<file path="config.mk">
export PLATFORM = sky130hd
export DESIGN_NAME = tlp_front
export DESIGN_NICKNAME = d
export VERILOG_FILES = /design/src/sv/three_level_token_bucket_policer_macros.svh /design/src/sv/tlp_pkg.sv /design/src/sv/tlp_front.sv
export SDC_FILE = /design/constraint.sdc
export NUM_CORES = 1
export LEC_CHECK = 0
export ABC_AREA = 1
export ABC_CLOCK_PERIOD_IN_PS = 13800
export BUFFER_PORTS_ARGS = -buffer_cell sky130_fd_sc_hd__buf_2
export CAP_MARGIN = 25
export CELL_PAD_IN_SITES_DETAIL_PLACEMENT = 1
export CELL_PAD_IN_SITES_GLOBAL_PLACEMENT = 2
export CORE_MARGIN = 2
export CORE_UTILIZATION = 39
export CTS_CLUSTER_SIZE = 12
export DETAILED_ROUTE_END_ITERATION = 7
export PLACE_DENSITY = 0.8
export SLEW_MARGIN = 20
export SYNTH_ARGS = -nofsm -noshare
export SYNTH_HDL_FRONTEND = slang
export SYNTH_SLANG_ARGS = --single-unit
</file>
<file path="constraint.sdc">
create_clock -name clk -period 13.8 [get_ports clk]
set_clock_uncertainty 0.15 [all_clocks]
set_input_delay 0 -clock clk [delete_from_list [all_inputs] [get_ports clk]]
set_output_delay 0 -clock clk [all_outputs]
set_load 0.005 [all_outputs]
</file>
<file path="src/sv/three_level_token_bucket_policer_macros.svh">
// Assertion macros for the three-level token bucket policer.
// No dependencies.
`ifndef THREE_LEVEL_TOKEN_BUCKET_POLICER_MACROS_SVH
`define THREE_LEVEL_TOKEN_BUCKET_POLICER_MACROS_SVH
`define TLP_ASSERT_IMPL(label, clk, rst, ante, cons, msg) \
  label: assert property (@(posedge clk) disable iff (rst) (ante) |-> (cons)) else $error(msg);
`define TLP_ASSERT_NEXT(label, clk, rst, ante, cons, msg) \
  label: assert property (@(posedge clk) disable iff (rst) (ante) |=> (cons)) else $error(msg);
`endif

</file>
<file path="src/sv/tlp_pkg.sv">
// Shared types and constants for the token bucket policer.
// No dependencies.
package tlp_pkg;
  localparam logic [63:0] MAX_ELAPSED = 64'd1000000000;
  localparam logic [7:0] PROTO_TCP = 8'd6;
  localparam logic [7:0] PROTO_UDP = 8'd17;
  localparam logic [1:0] LVL_FLOW = 2'd0;
  localparam logic [1:0] LVL_PAIR = 2'd1;
  localparam logic [1:0] LVL_HOST = 2'd2;
  localparam logic [1:0] HIT_NONE = 2'd0;
  localparam logic [1:0] HIT_FLOW = 2'd1;
  localparam logic [1:0] HIT_PAIR = 2'd2;
  localparam logic [1:0] HIT_HOST = 2'd3;
  localparam logic [1:0] CLS_IP = 2'd1;
  localparam logic [1:0] CLS_L4 = 2'd2;

  typedef struct packed {
    logic        install;
    logic [1:0]  level;
    logic [5:0]  idx;
    logic [15:0] rate;
    logic [1:0]  hclass;
    logic [7:0]  proto;
    logic [31:0] src;
    logic [31:0] dst;
    logic [31:0] ports;
    logic [39:0] bytes;
    logic [63:0] now;
  } req_t;
endpackage

</file>
<file path="src/sv/tlp_front.sv">
// Front end: two-entry queue of accepted beats.
// Depends on tlp_pkg.
module tlp_front (
  input  logic           clk,
  input  logic           rst,
  input  logic           push,
  input  tlp_pkg::req_t  push_req,
  input  logic           pop,
  output logic           full,
  output logic           not_empty,
  output tlp_pkg::req_t  head
);
  tlp_pkg::req_t q [2];
  logic [1:0] count;
  logic wp, rp;

  assign full = count == 2'd2;
  assign not_empty = count != 2'd0;
  assign head = q[rp];

  always_ff @(posedge clk) begin
    if (push) q[wp] <= push_req;
    if (rst) begin
      count <= '0;
      wp <= 1'b0;
      rp <= 1'b0;
    end else begin
      if (push) wp <= ~wp;
      if (pop) rp <= ~rp;
      count <= count + {1'b0, push} - {1'b0, pop};
    end
  end
endmodule

</file>
### After elaboration in Yosys (flattened, before gate mapping)

Memories as Yosys holds them, arrays and structs flattened. A register that Yosys moved wholly into a read port is not among the register bits.
Cells that the tools add are included.

* flip-flop bits (word level): 4
* memory bits (writable): 470
* logic and storage cells: 14
* memories: 1

Memory list
* q: words 2, width 235, rd ports 1, clocked after Yosys merged registers in 1, write ports 1, RTL line tlp_front.sv:13 `tlp_pkg::req_t q [2];`

* add/subtract/negate cells: 2
* equality and inequality tests: 1
* mux-type cells: 4
* bitwise gates (word level): 2
* reductions and logical operators: 1

Operator list (number)
* $mux 1: 4
* $add 2x1->2: 1
* $eq 2x2->1 const B: 1
* $not 1->1: 2
* $reduce_bool 2->1: 1
* $sub 2x1->2: 1

### Longest topological paths before layout

Gate-level depths: netlist of run 1.

* depth after elaboration: 3
* mapped depth: 9
* mapped depth without buffers: 9

### Worst setup path before layout of run 1

Ideal clock, no wire load.

* path kind: reg-to-reg
* from: register wp
* to: memory q[0][0] in the netlist's numbering (enable)
* arrival time: 10037 ps
* data required time: 12809 ps
* path slack: 2772 ps
* stages on the path, launching flop included: 2
* path buffers: 0
* cells stage by stage: dfxtp_1 -> nor2_1

RTL lines
* from (decl): RTL line tlp_front.sv:15 `logic wp, rp;`
* from (signal assigned): RTL line tlp_front.sv:28 `if (push) wp <= ~wp;`
* to (decl): RTL line tlp_front.sv:13

No word-level cell before the write port.

==> run metrics, run 1 <==
outcome finished, final reports clean; vias in the first global route 12200; crit path DAT about 4000 ps; kind of start point of the critical path register; largest area contributor in the netlist edfxtp_1; Max Cap Viol 0; Area Overhead vs Synth 46.8%; Slew HR 0.332; grt total ovfl 0; FF+latch count, synth approximately 480; Vias 10700; PostCTS Resize Cnt 0; H-tree depth 2; Clock Latency Late Sink roughly 580 ps; share of layout cells above drive strength 1 0.469; DIE AREA between 0.04 and 0.05 mm²; CTS max path bufs 3; synthesized area per cell 23.3 µm²; CTS tree done; Clock Sinks between 400 and 500; RSZ-0062 raised after global routing no; Final Setup Violations 0; Filler Cell Count 4189; Total Routing Usage GR 0.214; Worst-path clk slew about 60 ps; Initial Util 0.394; VDD IR max 0.147 mV; Residual DRC 0; Slew @ Worst Pin between 1000 and 1500 ps; I/O pins between 400 and 500; core box area ~0.045 mm²; GP Congestion slightly below 0.8; WHS 17.0 ps; commonest non-fill, non-tap cells in the layout 475 x buf_2, 470 x edfxtp_1, 373 x dlygate4sd3_1; largest net degree at the start of global routing 105; Unique masters post-synth 14; endpoints failing hold 0; height of the chip 218 µm; Max Clk Rate 0.243 GHz; Final period util 0.298; DP HPWL 27.4 mm; CP Class reg -> out; sum of negative setup slack 0 ps; post-CTS setup repair buffer count 0; WL final 51.6 mm; Synth Instances 762; synth warn 0; Final ANT Viol Nets 0; per-cell routed wire length roughly 23 µm; number of buffers created by CTS between 50 and 60; fin crit period 4110 ps; CTS Hold Buffers Added 371; type of destination of the critical path output port; 1st-iter DRT viols 510; LEAKAGE 10.2 nW; Site Rows 78; Die X 218 µm; required time of the critical path approximately 14000 ps; Hold Crit Class in -> reg; # nets final 1890; Port Buffers 475; Cell Area, Synth 0.0178 mm²; Vias/cell 4.69; DR pass1 iterations 5; top-area cell type share of the netlist area 0.793; Root Buffer clkbuf_16; global-route wire length before repair 75.8 mm; Seq/Total Area, Yosys 0.799; power per cell area 132 mW/mm²; initial antenna violation count 5; Pins Over Slew Limit 0; most common cell after layout, fill and taps aside buf_2; syn_nets between 1000 and 1500; CP Max Fanout 70; Area contributors post-synth edfxtp_1 79%, mux2_4 13%, mux2_2 5.4%, buf_6 1.1%, dfxtp_1 0.56%
-- kinds of logic after synthesis --
| logic type | synth area share |
|---|---|
| flip-flops | 0.799 |
| AO/OA/AOI/OAI | 0.000281 |
| AND/OR/NAND/NOR | 0.00309 |
| XOR/XNOR | 0.000492 |
| buffers and inverters | 0.0153 |
| multiplexers | 0.180 |
| adder cells (fa/ha/maj) | 0.00141 |
-- registers in the layout, summed over array words and instances (netlist names), named ones only --
signal and cells:
count 2, q 470, wp 1, rp 1
-- layer usage --
layer / global-route usage / vias to the layer above / wire length (µm)
met5: 0 / - / 27
met4: 0.0966 / 4 / 2080
met3: 0.0536 / 122 / 3450
met2: 0.379 / 441 / 26900
met1: 0.243 / 5351 / 19200
li1: - / 4805 / -
-- path summary, 6_finish.rpt --
check | start | to | slack, ps | cells after the start
setup reg to reg | wp | q[1][104] | 11160 | 3
hold / removal | push_req[141] | q[0][141] | 20 | 2
hold reg to reg | rp | rp | 400 | 2
setup / recovery | register | head[104] | 9690 | 4
-- per-stage QoR --
step                      area (µm²)   util  cells  setup WS, ps  power, mW
final                          26100  0.578   2288          9690       3.44
after CTS                      26000  0.576   2280          9620       3.42
after floorplan                17800      -    762          2770       1.93
after detailed placement       20800  0.459   1820         10250       2.07
after global routing           26100  0.578   2288          9460       3.55
after global placement         20800  0.459   1820         10320       2.05
-- cells in the mapped netlist (all sizes together) --
library cell	n
a21oi	1
buf	26
dfxtp	5
edfxtp	470
ha	2
inv	8
mux2	235
nand2	5
nand3	1
nor2	7
nor3	1
xnor2	1
-- critical path: stages (launching register included) --
cell     delay (ps)
dfxtp_4         990
buf_4           880
buf_4           890
mux2_4          370
buf_2           130
-- report_power, final --
part,switching [mW],internal [mW]
combinational,0.186,0.248
clock,0.562,0.736
sequential,0.0336,1.67
-- layout make-up --
type,instances,area [µm²],area share
Multi-Input combinational cell,253,3310,0.127
Tap cell,600,751,0.0287
Antenna cell,3,7.51,0.000287
Clock inverter,17,113,0.00431
Clock buffer,72,1430,0.0547
Timing Repair Buffer,860,6250,0.239
Inverter,8,37.5,0.00144
Sequential cell,475,14200,0.544
(Power assumes the default switching activity.)
==> run 2, diff against run 1 <==
- ABC_CLOCK_PERIOD_IN_PS: 13800 -> 4200
- clock period: 13.8 -> 4.2 ns (I/O delays scaled with it)
==> run 2 against run 1 <==
Synthesized area unchanged. Synthesized cell count stayed put. The run now fails in clock tree synthesis (4_1_cts).
==> run metrics, run 2 <==
outcome did not finish; Last stage clock tree synthesis (4_1_cts); First Error [ERROR RSZ-0060] Max buffer count reached.; Seq/Total Area, Yosys 0.799 (unchanged); H-tree depth 2 (unchanged); Cell Area, Synth 0.0178 mm² (unchanged); DP HPWL 28.6 mm (+4.4%); Initial Util 0.394 (unchanged); Area contributors post-synth edfxtp_1 79%, mux2_4 13%, mux2_2 5.4%, buf_6 1.1%, dfxtp_1 0.56%; Synth Instances 762 (unchanged); syn_nets 1003 (unchanged); number of buffers created by CTS 51 (unchanged); number of synthesized flops with an enable pin 470 (unchanged); Clock Sinks 475 (unchanged); Unique masters post-synth 14 (unchanged); Root Buffer clkbuf_16; top-area cell type share of the netlist area 0.793 (unchanged); largest area contributor in the netlist edfxtp_1; FF+latch count, synth 475 (unchanged); most common flop cell mapped by yosys edfxtp_1; Port Buffers 475 (unchanged); Setup WS pre-CTS 1970 ps (-8280 ps); synth warn 0 (unchanged); Async SR Flop Fraction 0 (unchanged); post-CTS setup repair buffer count 0 (unchanged); I/O pins 476 (unchanged); Site Rows 78 (unchanged); synthesized area per cell 23.3 µm² (unchanged); GP Congestion 0.791 (+2.0%); CTS Hold Buffers Added 385 (+3.8%); PostCTS Resize Cnt 0 (unchanged); most frequent cell after synthesis edfxtp_1; synth cell count leaders 470 x edfxtp_1, 150 x mux2_4, 85 x mux2_2, 18 x buf_6; height of the chip 218 µm (unchanged); Die X 218 µm (unchanged); CTS max path bufs 3 (unchanged)
==> run 2: kinds of logic after synthesis <==
logic type | Yosys count | share of synthesized area
flops | 475 | 0.799
compound gates | 1 | 0.000281
simple gates | 14 | 0.00309
xor+xnor | 1 | 0.000492
fa+ha+maj | 2 | 0.00141
buf+inv | 34 | 0.0153
mux | 235 | 0.180
==> run 2: through the flow <==
stage                     instances  hold slack, ps  utilization  instance area [µm²]
after floorplan                 762           -78.8            -                17800
after detailed placement       1832            41.2        0.463                20900
after global placement         1832            38.0        0.463                20900
==> run 3, diff against run 2 <==
- CELL_PAD_IN_SITES_DETAIL_PLACEMENT: 1 -> not set
- CELL_PAD_IN_SITES_GLOBAL_PLACEMENT: 2 -> not set
- CORE_UTILIZATION: 39 -> 25
- CTS_CLUSTER_SIZE: 12 -> not set
- PLACE_DENSITY: 0.8 -> not set
- PLACE_DENSITY_LB_ADDON: not set -> 0.15
==> run 3 against run 2 <==
The flow again stops in clock tree synthesis (4_1_cts). Synthesized cell count unchanged. Synthesized area unchanged.
==> run metrics, run 3 <==
Synth Instances 762 (unchanged); Seq/Total Area, Yosys 0.799 (unchanged); Area contributors post-synth edfxtp_1 79%, mux2_4 13%, mux2_2 5.4%, buf_6 1.1%, dfxtp_1 0.56%; CTS Hold Buffers Added 454 (+18%); number of synthesized flops with an enable pin 470 (unchanged); I/O pins 476 (unchanged); largest area contributor in the netlist edfxtp_1; PostCTS Resize Cnt 0 (unchanged); Cell Area, Synth 0.0178 mm² (unchanged); most frequent cell after synthesis edfxtp_1; most common flop cell mapped by yosys edfxtp_1; top-area cell type share of the netlist area 0.793 (unchanged); CTS max path bufs 3 (unchanged); synth warn 0 (unchanged); syn_nets 1003 (unchanged); synth cell count leaders 470 x edfxtp_1, 150 x mux2_4, 85 x mux2_2, 18 x buf_6; post-CTS setup repair buffer count 0 (unchanged); number of buffers created by CTS 54 (+5.9%); height of the chip 271 µm (+24%); GP Congestion 0.746 (-5.6%); Clock Sinks 475 (unchanged); FF+latch count, synth 475 (unchanged); Die X 271 µm (+24%); Unique masters post-synth 14 (unchanged); H-tree depth 2 (unchanged); Root Buffer clkbuf_16; Last stage clock tree synthesis (4_1_cts); outcome did not finish; First Error [ERROR RSZ-0060] Max buffer count reached.; Port Buffers 475 (unchanged); Site Rows 97 (+24%); DP HPWL 28.9 mm (+1.1%); Async SR Flop Fraction 0 (unchanged); synthesized area per cell 23.3 µm² (unchanged); Initial Util 0.253 (-0.141); Setup WS pre-CTS 2000 ps (+32.2 ps)
==> run 3: cell counts after synthesis <==
Identical to the previous run, type by type.
==> run 3: kinds of logic after synthesis <==
group	Yosys count	synth area share
flops	475	0.799
simple gates	14	0.00309
xor+xnor	1	0.000492
buf+inv	34	0.0153
compound gates	1	0.000281
fa+ha+maj	2	0.00141
mux	235	0.180
==> run 3: through the flow <==
step           area [µm²]  std cells
2_1_floorplan       17800        762
3_3_place_gp        21400       2170
3_5_place_dp        21400       2170
